<file path="src/hw/rtl/mmwf_pkg.sv">
// ----------------------------------------------------------------------------
// mmwf_pkg
// Shared types and constants of the 3x3 grey window median / mean filter.
// ----------------------------------------------------------------------------
package mmwf_pkg;

  localparam int unsigned RowWidth   = 512;
  localparam int unsigned ColW       = (RowWidth > 1) ? $clog2(RowWidth) : 1;

  localparam int unsigned GreyW      = 8;
  localparam int unsigned WinRows    = 3;
  localparam int unsigned WinCols    = 3;
  localparam int unsigned WinN       = WinRows * WinCols;
  localparam int unsigned MedIdx     = WinN / 2;
  localparam int unsigned CenterIdx  = WinN / 2;
  localparam int unsigned PixW       = 4;
  localparam int unsigned RowSelW    = 2;
  localparam int unsigned SortCntW   = $clog2(WinN);
  localparam int unsigned SortPhases = WinN;

  // grey = (r + g + b) / 3 as multiply by reciprocal
  localparam int unsigned RgbSumW    = 10;
  localparam int unsigned ThirdW     = 10;
  localparam logic [ThirdW-1:0] ThirdRecip = 10'd683;
  localparam int unsigned ThirdShift = 11;

  // weighted mean = acc / 10 as multiply by reciprocal
  localparam int unsigned AccW       = 12;
  localparam int unsigned TenthW     = 13;
  localparam logic [TenthW-1:0] TenthRecip = 13'd6554;
  localparam int unsigned TenthShift = 16;

  localparam logic RegFilterMode = 1'b0;

  typedef logic [GreyW-1:0] grey_t;
  typedef grey_t [WinN-1:0] win_t;

  typedef struct packed {
    logic load;
    logic step;
    logic keep_min;
    logic keep_max;
  } cell_ctrl_t;

  typedef enum logic [2:0] {
    ST_IDLE,
    ST_LOAD,
    ST_SORT,
    ST_MUL,
    ST_FIN
  } mmwf_state_e;

endpackage

</file>
<file path="src/hw/rtl/mmwf_sort_cell.sv">
// ----------------------------------------------------------------------------
// mmwf_sort_cell
// One compare-exchange cell of the odd-even transposition sorter.
// ----------------------------------------------------------------------------
module mmwf_sort_cell
  import mmwf_pkg::*;
(
  input  logic       clk_i,
  input  cell_ctrl_t ctrl_i,
  input  grey_t      load_val_i,
  input  grey_t      left_val_i,
  input  grey_t      right_val_i,
  output grey_t      val_o
);

  grey_t val_q, val_d;

  always_comb begin
    val_d = val_q;
    if (ctrl_i.load) begin
      val_d = load_val_i;
    end else if (ctrl_i.step) begin
      if (ctrl_i.keep_min) begin
        val_d = (right_val_i < val_q) ? right_val_i : val_q;
      end else if (ctrl_i.keep_max) begin
        val_d = (left_val_i > val_q) ? left_val_i : val_q;
      end
    end
  end

  always_ff @(posedge clk_i) begin
    val_q <= val_d;
  end

  assign val_o = val_q;

endmodule

</file>
<file path="src/hw/rtl/mmwf_sort_chain.sv">
// ----------------------------------------------------------------------------
// mmwf_sort_chain
// Row of nine sort cells; each step exchanges with the neighbor of the phase.
// ----------------------------------------------------------------------------
module mmwf_sort_chain
  import mmwf_pkg::*;
(
  input  logic  clk_i,
  input  logic  load_i,
  input  logic  step_i,
  input  logic  phase_i,
  input  win_t  win_i,
  output grey_t median_o
);

  grey_t      vals [WinN];
  cell_ctrl_t ctrl [WinN];

  for (genvar i = 0; i < WinN; i++) begin : g_cell
    grey_t left_val;
    grey_t right_val;

    if (i == 0) begin : g_first
      assign left_val = vals[i];
    end else begin : g_left
      assign left_val = vals[i-1];
    end

    if (i == WinN - 1) begin : g_last
      assign right_val = vals[i];
    end else begin : g_right
      assign right_val = vals[i+1];
    end

    assign ctrl[i].load     = load_i;
    assign ctrl[i].step     = step_i;
    assign ctrl[i].keep_min = (phase_i == 1'(i % 2)) && (i < WinN - 1);
    assign ctrl[i].keep_max = (phase_i != 1'(i % 2)) && (i > 0);

    mmwf_sort_cell u_cell (
      .clk_i       (clk_i),
      .ctrl_i      (ctrl[i]),
      .load_val_i  (win_i[i]),
      .left_val_i  (left_val),
      .right_val_i (right_val),
      .val_o       (vals[i])
    );
  end

  assign median_o = vals[MedIdx];

endmodule

</file>
<file path="src/hw/rtl/median_mean_window_filter_core.sv">
// ----------------------------------------------------------------------------
// median_mean_window_filter_core
// 3x3 grey window filter over an RGB pixel stream, median or weighted mean.
// ----------------------------------------------------------------------------
// Each pixel becomes grey as (r+g+b)/3 and enters a 3x3 window: nine pixels at
// the first column of a row, three (the new right column, top to bottom) at
// every other column. A pixel that does not complete the window leaves the input
// free for the next pixel. The pixel that completes it holds the input stalled
// until the result is in the output register: the nine-cell sorter is loaded,
// nine odd-even transposition phases run in that cell row (the weighted sum
// accumulates in the same cycles), the reciprocal multiply of the mean is
// registered, and then the output register is filled. The result is held there
// until taken; a new window's result waits while the previous one is still stalled.
// filter_mode (address 0, bit 0): 0 median, 1 weighted mean 1 1 1/1 2 1/1 1 1
// divided by 10. The column count wraps at the row width of 512.
// ----------------------------------------------------------------------------
module median_mean_window_filter_core
  import mmwf_pkg::*;
(
  input  logic        clk_i,
  input  logic        rst_ni,

  input  logic        psel,
  input  logic        penable,
  input  logic        pwrite,
  input  logic [2:0]  paddr,
  input  logic [31:0] pwdata,
  output logic [31:0] prdata,
  output logic        pready,

  input  logic        in_valid_i,
  output logic        in_stall_o,
  input  logic [7:0]  red_i,
  input  logic [7:0]  green_i,
  input  logic [7:0]  blue_i,

  output logic        out_valid_o,
  input  logic        out_stall_i,
  output logic [7:0]  filtered_grey_o
);

  mmwf_state_e state_q, state_d;

  logic [ColW-1:0]     col_q;
  logic [PixW-1:0]     pix_q;
  logic                mode_q;
  logic                out_valid_q;
  logic [SortCntW-1:0] sort_cnt_q;

  win_t                      win_q;
  logic [AccW-1:0]           acc_q;
  logic [AccW+TenthW-1:0]    prod_q;
  grey_t                     out_q;

  logic                      in_acc;
  logic                      cfg_wr;
  logic [RgbSumW-1:0]        rgb_sum;
  logic [RgbSumW+ThirdW-1:0] third_prod;
  grey_t                     grey;
  logic [PixW-1:0]           pix_inc;
  logic [PixW-1:0]           needed;
  logic                      complete;
  logic [RowSelW-1:0]        row_sel;
  grey_t                     median;

  logic cell_load;
  logic cell_step;
  logic mul_en;
  logic out_load;

  // config port
  assign pready = 1'b1;
  assign cfg_wr = psel & penable & pwrite & (paddr[2] == RegFilterMode);
  assign prdata = (paddr[2] == RegFilterMode) ? {31'b0, mode_q} : '0;

  // input side
  assign in_stall_o = (state_q != ST_IDLE);
  assign in_acc     = in_valid_i & ~in_stall_o;

  assign rgb_sum    = RgbSumW'(red_i) + RgbSumW'(green_i) + RgbSumW'(blue_i);
  assign third_prod = rgb_sum * ThirdRecip;
  assign grey       = third_prod[ThirdShift +: GreyW];

  assign pix_inc  = pix_q + PixW'(1);
  assign needed   = (col_q == '0) ? PixW'(WinN) : PixW'(WinCols);
  assign complete = (pix_inc >= needed);
  assign row_sel  = (pix_q < PixW'(WinRows)) ? pix_q[RowSelW-1:0] : RowSelW'(WinRows - 1);

  // control
  always_comb begin
    state_d   = state_q;
    cell_load = 1'b0;
    cell_step = 1'b0;
    mul_en    = 1'b0;
    out_load  = 1'b0;
    case (state_q)
      ST_IDLE: begin
        if (in_acc && complete) begin
          state_d = ST_LOAD;
        end
      end
      ST_LOAD: begin
        cell_load = 1'b1;
        state_d   = ST_SORT;
      end
      ST_SORT: begin
        cell_step = 1'b1;
        if (sort_cnt_q == SortCntW'(SortPhases - 1)) begin
          state_d = ST_MUL;
        end
      end
      ST_MUL: begin
        mul_en  = 1'b1;
        state_d = ST_FIN;
      end
      ST_FIN: begin
        if (!out_valid_q || !out_stall_i) begin
          out_load = 1'b1;
          state_d  = ST_IDLE;
        end
      end
      default: begin
        state_d = ST_IDLE;
      end
    endcase
  end

  always_ff @(posedge clk_i or negedge rst_ni) begin
    if (!rst_ni) begin
      state_q     <= ST_IDLE;
      col_q       <= '0;
      pix_q       <= '0;
      mode_q      <= 1'b0;
      out_valid_q <= 1'b0;
      sort_cnt_q  <= '0;
    end else begin
      state_q     <= state_d;
      out_valid_q <= out_load | (out_valid_q & out_stall_i);
      if (cfg_wr) begin
        mode_q <= pwdata[0];
      end
      if (in_acc) begin
        if (complete) begin
          pix_q <= '0;
          if (col_q == ColW'(RowWidth - 1)) begin
            col_q <= '0;
          end else begin
            col_q <= col_q + ColW'(1);
          end
        end else begin
          pix_q <= pix_inc;
        end
      end
      if (cell_load) begin
        sort_cnt_q <= '0;
      end else if (cell_step) begin
        sort_cnt_q <= sort_cnt_q + SortCntW'(1);
      end
    end
  end

  // window and datapath
  always_ff @(posedge clk_i) begin
    if (in_acc) begin
      if (col_q == '0) begin
        for (int k = 0; k < WinN; k++) begin
          if (pix_q == PixW'(k)) begin
            win_q[k] <= grey;
          end
        end
      end else begin
        for (int r = 0; r < WinRows; r++) begin
          if (row_sel == RowSelW'(r)) begin
            win_q[r*WinCols]     <= win_q[r*WinCols + 1];
            win_q[r*WinCols + 1] <= win_q[r*WinCols + 2];
            win_q[r*WinCols + 2] <= grey;
          end
        end
      end
    end
    if (cell_load) begin
      acc_q <= AccW'(win_q[CenterIdx]);
    end else if (cell_step) begin
      acc_q <= acc_q + AccW'(win_q[sort_cnt_q]);
    end
    if (mul_en) begin
      prod_q <= acc_q * TenthRecip;
    end
    if (out_load) begin
      out_q <= mode_q ? prod_q[TenthShift +: GreyW] : median;
    end
  end

  mmwf_sort_chain u_sort_chain (
    .clk_i    (clk_i),
    .load_i   (cell_load),
    .step_i   (cell_step),
    .phase_i  (sort_cnt_q[0]),
    .win_i    (win_q),
    .median_o (median)
  );

  assign out_valid_o     = out_valid_q;
  assign filtered_grey_o = out_q;

  a_load_then_sort: assert property (@(posedge clk_i) disable iff (!rst_ni)
    state_q == ST_LOAD |=> state_q == ST_SORT)
    else $error("sorter load not followed by sort phases");

  a_sort_length: assert property (@(posedge clk_i) disable iff (!rst_ni)
    (state_q == ST_SORT && sort_cnt_q == SortCntW'(SortPhases - 1)) |=> state_q == ST_MUL)
    else $error("sort did not end after the last phase");

  a_pix_range: assert property (@(posedge clk_i) disable iff (!rst_ni)
    pix_q <= PixW'(WinN - 1))
    else $error("window pixel count out of range");

  a_out_from_fin: assert property (@(posedge clk_i) disable iff (!rst_ni)
    $rose(out_valid_o) |-> $past(state_q) == ST_FIN)
    else $error("result shown without finishing a window");

endmodule
</file>
<file path="config.mk">
export PLATFORM = sky130hd
export DESIGN_NAME = median_mean_window_filter_core
export DESIGN_NICKNAME = d
export VERILOG_FILES = /design/src/hw/rtl/mmwf_pkg.sv /design/src/hw/rtl/mmwf_sort_cell.sv /design/src/hw/rtl/mmwf_sort_chain.sv /design/src/hw/rtl/median_mean_window_filter_core.sv
export SDC_FILE = /design/constraint.sdc
export NUM_CORES = 1
export LEC_CHECK = 0
export ABC_CLOCK_PERIOD_IN_PS = 8750
export BUFFER_PORTS_ARGS = -buffer_cell sky130_fd_sc_hd__buf_2
export CORE_MARGIN = 3
export CORE_UTILIZATION = 55
export CTS_CLUSTER_DIAMETER = 200
export DETAILED_ROUTE_END_ITERATION = 10
export HOLD_SLACK_MARGIN = 0.15
export PLACE_DENSITY = 0.73
export SYNTH_ARGS = -nofsm -noshare
export SYNTH_HDL_FRONTEND = slang
export SYNTH_SLANG_ARGS = --single-unit
</file>
<file path="constraint.sdc">
create_clock -name clk_i -period 8.75 [get_ports clk_i]
set_input_delay 0.875 -clock clk_i [delete_from_list [all_inputs] [get_ports clk_i]]
set_output_delay 0.875 -clock clk_i [all_outputs]
set_load 0.01 [all_outputs]
</file>
# == After elaboration in Yosys (flattened, before gate mapping) ==
# Index checks and enable logic that the tools add are counted.
# classes
n_addsub,6
n_mul,2
div,0
n_lt_le_gt_ge,19
eq_ne,36
shift,0
mux,77
n_bitwise,8
reduce_logical,43
# op_table
operator,n
two-way mux 8 bit,56
two-way mux 24 bit,3
two-way mux 72 bit,1
greater-than comparator 8 bit,8
< comparator 8 bit,8
AND reduction 3 bit,19
binary-select mux 8 bit (select 4 bit),1
nonzero test 3 bit,8
multiplier 12 x 12 -> 23 bit (second input constant),1
inequality test 3 x 1 -> 1 bit (second input constant),7
inequality test 2 x 1 -> 1 bit (second input constant),10
multiplier 10 x 10 -> 19 bit (second input constant),1
== test 4 x 3 -> 1 bit (second input constant),4
two-way mux 4 bit,4
case mux 3 bit (5 select lines),1
nonzero test 2 bit,7
adder 12 x 8 -> 12 bit,1
adder 9 x 8 -> 10 bit,1
adder 8 x 8 -> 9 bit,1
adder 9 x 1 -> 9 bit (second input constant),1
== test 9 bit (second input constant),1
logical NOT 9 bit,1
two-way mux 3 bit,3
two-way mux 9 bit,1
25 further kinds,42
# word_totals
register_bits,209
latchBits,0
ram_bits,0
romBits,0
inputBits,66
out_inout_bits,43
elab_cells,219
n_memories,0

# == Longest topological paths before layout ==
# depth
ltp_word,6
mapped_depth,29
depth_no_buf,28

# == Modules after synthesis ==
# Synthesis repeated with hierarchy kept, for this count alone.
# unflattened
cells_unflattened,1787
hier_area_um2,18230.0
# by_module_without_submodules
module,instances,cells_per_inst,area_per_inst_um2,seq_area_each_um2
median_mean_window_filter_core,1,1024,11038.1,3513.4
mmwf_sort_cell at u_sort_chain.g_cell[0].u_cell ...,5,85,808.3,240.2
mmwf_sort_cell at u_sort_chain.g_cell[5].u_cell ...,4,84,785.8,240.2
mmwf_sort_chain,1,2,7.5,0.0

# == Worst setup path before layout ==
# No wires, ideal clock.
# synth_path
path_kind,input -> register
start,input port red_i[1]
end,"register win_q[13] in the netlist's numbering, data pin"
setup_ns,0.254
arrival_ns,6.911
required_ns,8.496
path_slack_ns,1.586
path_stages,28
path_buffers,0
cell_sequence,inv_1 -> fa_1 -> inv_1 -> ha_1 -> fa_1 -> a211o_2 -> o211ai_4 -> a21boi_0 -> nor2_1 -> xnor2_1 -> xnor2_1 -> inv_1 -> ha_1 -> inv_1 -> fa_1 -> inv_1 -> fa_1 -> inv_1 -> fa_1 -> inv_1 -> ha_1 -> nand4_2 -> nor2_1 -> a2111o_1 -> a31oi_4 -> mux2i_1 -> a31oi_2 -> a21o_1
# synth_between
elab_chain_cells,5
# synth_lines
element,line_no,source
"start, declared",median_mean_window_filter_core.sv:33,"input logic [7:0] red_i,"
adder 8 x 8 -> 9 bit,median_mean_window_filter_core.sv:80,assign rgb_sum = RgbSumW'(red_i) + RgbSumW'(green_i) + RgbSumW'(blue_i);
adder 9 x 8 -> 10 bit,median_mean_window_filter_core.sv:80,
multiplier 10 x 10 -> 19 bit,median_mean_window_filter_core.sv:81,assign third_prod = rgb_sum * ThirdRecip;
two-way mux 8 bit,median_mean_window_filter_core.sv:167,if (pix_q == PixW'(k)) begin
two-way mux 72 bit,median_mean_window_filter_core.sv:165,if (col_q == '0) begin
"end signal, assigned by index",median_mean_window_filter_core.sv:168,win_q[k] <= grey;
"end signal, assigned by index",median_mean_window_filter_core.sv:174,win_q[r*WinCols] <= win_q[r*WinCols + 1];
"end signal, assigned by index",median_mean_window_filter_core.sv:175,win_q[r*WinCols + 1] <= win_q[r*WinCols + 2];
"end, declared",median_mean_window_filter_core.sv:50,win_t win_q;
# Every way passes these cells. The select of a mux whose other input is x is not followed.
# A chain may end at the register's enable or synchronous reset.

# == Worst setup path in the final report ==
# layout_path
start,input port red_i[2]
end,"register win_q[53] in the netlist's numbering, data pin"
# The elaborated chain is that of the path after synthesis.

==> metrics.cfg <==
[timing]
setup_viol=0
rsz0062_at_grt=false
maxSlewHeadroom=0.176
maxSlewViolCount=0
period_minus_slack_ns=7.27
timing.fmax_ghz=0.138
hold_viol=0
finalCritPeriodShare=0.831
tightestPinTransition_ns=1.23
tns_ns=0
skew_ns=0.0157

[synth]
ys_seq_elements=194
ys_types=78
async_reset_ff_frac=0.113
avgSynthCellArea_um2=10.4
synth_cells=1538
ys_warn_count=0
synth.cell_area_um2=16000
ys.flop_type=edfxtp_1
synth_edf_count=168
ys_seq_area_frac=0.355

[setup_path]
critPathLaunchType=primary input
reg2regPathDepth=15
worstPathRequired_ns=8.95
r2r-end=prod_q[21]
end_kind=flop
rr_startpoint=acc_q[2]
crit_fanout=6
endpoint=win_q[53]
r2r_setup_slack_ns=3.42
crit_type=primary input to flop
crit_arrival_ns=7.47
crit_path_start=red_i[2]

[place]
routabilityCongestion=0.911
port-buffer-count=43
dp_hpwl_um=28700
place_inst=1909

[clock_tree]
tritoncts=built
cts_buffer_depth=2
clkSinkCount=194
cts_setup_buffers=0
clk_pin_slew_ns=0.08
root_buffer=clkbuf_16
cts_hold_buf=0
h-tree-depth=4
worst_skew_pair.late_latency_ns=0.45
numCtsBuffers=17
cts_resized=0

[final_layout]
drive_gt1_frac=0.0768
fillers=2291
instances_no_fill=1941
antennaDiodeCount=0
fin_nets=1904
area_growth_pct=6.26

[global_routing]
grt_antenna_before_repair=0
grt_pass1_vias=11300
grt_pass1_wl_um=58900
grt_usage=0.241
grt_max_degree=95
grt-ovfl-total=0

[die]
start_util=0.566
core-area_um2=28200
io_pins=109
die_h_um=177
die_w_um=177
dieArea_um2=31200
rows=61

[detailed_routing]
drc=0
vias=11200
drt_iter0_markers=1154
wl_um=36200
postRouteAntennaNets=0
wire_per_inst_um=18.6
firstDrtPassIters=6
routed_via_density=5.79

[hold_path]
hold_path_class=primary input to asynchronous set/reset pin

[outcome]
outcome=finished clean

[job]
drv_cap=0

==> synthesized netlist by cell type, types with 8 or more instances <==
master,count,area share
ha_1,221,0.17
inv_1,195,0.046
nand2_1,178,0.042
edfxtp_1,168,0.32
o21ai_0,118,0.037
mux2i_1,69,0.043
fa_1,67,0.084
a21o_1,58,0.027
a21oi_1,53,0.017
nor2_1,43,0.010
clkbuf_1,37,0.0087
buf_4,34,0.016
xnor2_1,30,0.016
dfrtp_1,22,0.034
o21a_1,17,0.0080
mux4_2,16,0.023
nand3_1,16,0.0050
nor2b_1,16,0.0063
xor2_1,13,0.0071
and2_1,12,0.0047
nand2b_1,12,0.0047
nor3_1,10,0.0031
a31oi_1,9,0.0035
and3_1,8,0.0031
==> state kept, by name (all words and copies together) (netlist names) <==
name,cells
out_valid_o,1
col_q,9
state_q,3
prod_q,8
mode_q,1
acc_q,12
win_q,72
sort_cnt_q,4
filtered_grey_o,8
pix_q,4
u_sort_chain.g_cell.u_cell.val_o,72
==> cell families after synthesis <==
| kind of cell | Yosys count | share of synthesized area |
|---|---|---|
| xor gates and xnor gates | 43 | 0.0235 |
| and+or+nand+nor | 325 | 0.0933 |
| other | 2 | 0.000470 |
| AOI/OAI and AO/OA | 315 | 0.127 |
| adders and majority gates | 288 | 0.257 |
| muxes | 89 | 0.0685 |
| buffers and inverters | 282 | 0.0756 |
| DFF | 194 | 0.355 |
==> metal layers <==
layer	vias to the layer above	wire (um)	share of wire	track usage
met1	5450	15200	0.42	0.324
met5	-	0	0	0
met4	0	860	0.024	0.0681
li1	5352	-	-	-
met3	52	2390	0.066	0.0297
met2	380	17700	0.49	0.412
==> how the worst min path moves through the flow <==
stage,start,to,cells after the start
after floorplan,col_q[7],col_q[7],1
after global placement,col_q[7],col_q[7],1
after detailed placement,col_q[7],col_q[7],1
after CTS,rst_ni,col_q[3],1
after global routing,rst_ni,col_q[3],1
final,rst_ni,col_q[3],1
==> placed cells by master, fill, tap and decap left out, types with 4 or more instances in the layout <==
| master | instances |
|---|---|
| fa_1 | 67 |
| nor2b_1 | 16 |
| nor2_1 | 43 |
| o31ai_1 | 5 |
| mux2i_1 | 69 |
| xnor2_1 | 30 |
| nand2_1 | 178 |
| clkbuf_16 | 17 |
| xor2_1 | 13 |
| nand2b_1 | 12 |
| edfxtp_1 | 168 |
| o21ai_0 | 118 |
| conb_1 | 32 |
| and3_1 | 8 |
| dfxtp_1 | 4 |
| a31oi_1 | 9 |
| mux2_2 | 4 |
| and2_1 | 12 |
| a22oi_1 | 4 |
| o21a_1 | 17 |
| a21oi_1 | 53 |
| a21o_1 | 58 |
| nand3_1 | 16 |
| ha_1 | 221 |
| inv_8 | 5 |
| buf_4 | 6 |
| nand4_1 | 7 |
| nor3_1 | 10 |
| dfrtp_1 | 21 |
| a21boi_0 | 7 |
| buf_2 | 43 |
| a211oi_1 | 4 |
| inv_1 | 195 |
| mux4_2 | 16 |
| clkinv_8 | 4 |
==> worst max-delay path, stage by stage <==
cell and delay [ns]:
buf_2 0.11, fa_1 0.53, ha_1 0.34, a211oi_1 0.24
o21bai_1 0.10, a21oi_1 0.33, xor2_1 0.56, o22ai_1 0.21
xor2_1 0.17, ha_1 0.35, fa_1 0.51, fa_1 0.51
inv_1 0.05, fa_1 0.50, inv_1 0.04, ha_1 0.36
a21oi_1 0.18, o22ai_1 0.12, a2111o_1 0.44, a31oi_4 0.21
mux2i_1 0.27, a31oi_2 0.23, a21o_1 0.22
==> layout make-up <==
| class | instances | area (um2) | area share |
|---|---|---|---|
| Inverter | 196 | 736 | 0.0433 |
| Clock buffer | 17 | 425 | 0.0250 |
| Multi-Input combinational cell | 1092 | 9230 | 0.543 |
| Timing Repair Buffer | 49 | 260 | 0.0153 |
| Tap cell | 378 | 473 | 0.0278 |
| Sequential cell | 194 | 5680 | 0.334 |
| Clock inverter | 15 | 195 | 0.0115 |
==> stage by stage <==
step                      worst slack, ns   util  cell area [um2]  hold WS, ns
final                                1.48  0.602            17000        0.399
after global placement               1.07  0.580            16400        0.495
after global routing                 1.09  0.602            17000        0.432
after CTS                            1.45  0.602            17000        0.409
after detailed placement            0.991  0.580            16400        0.499
after floorplan                      1.59      -            16100        0.462
Power is not shown: default switching activity piles up to over one toggle a cycle in this logic, so the estimate is an artifact.
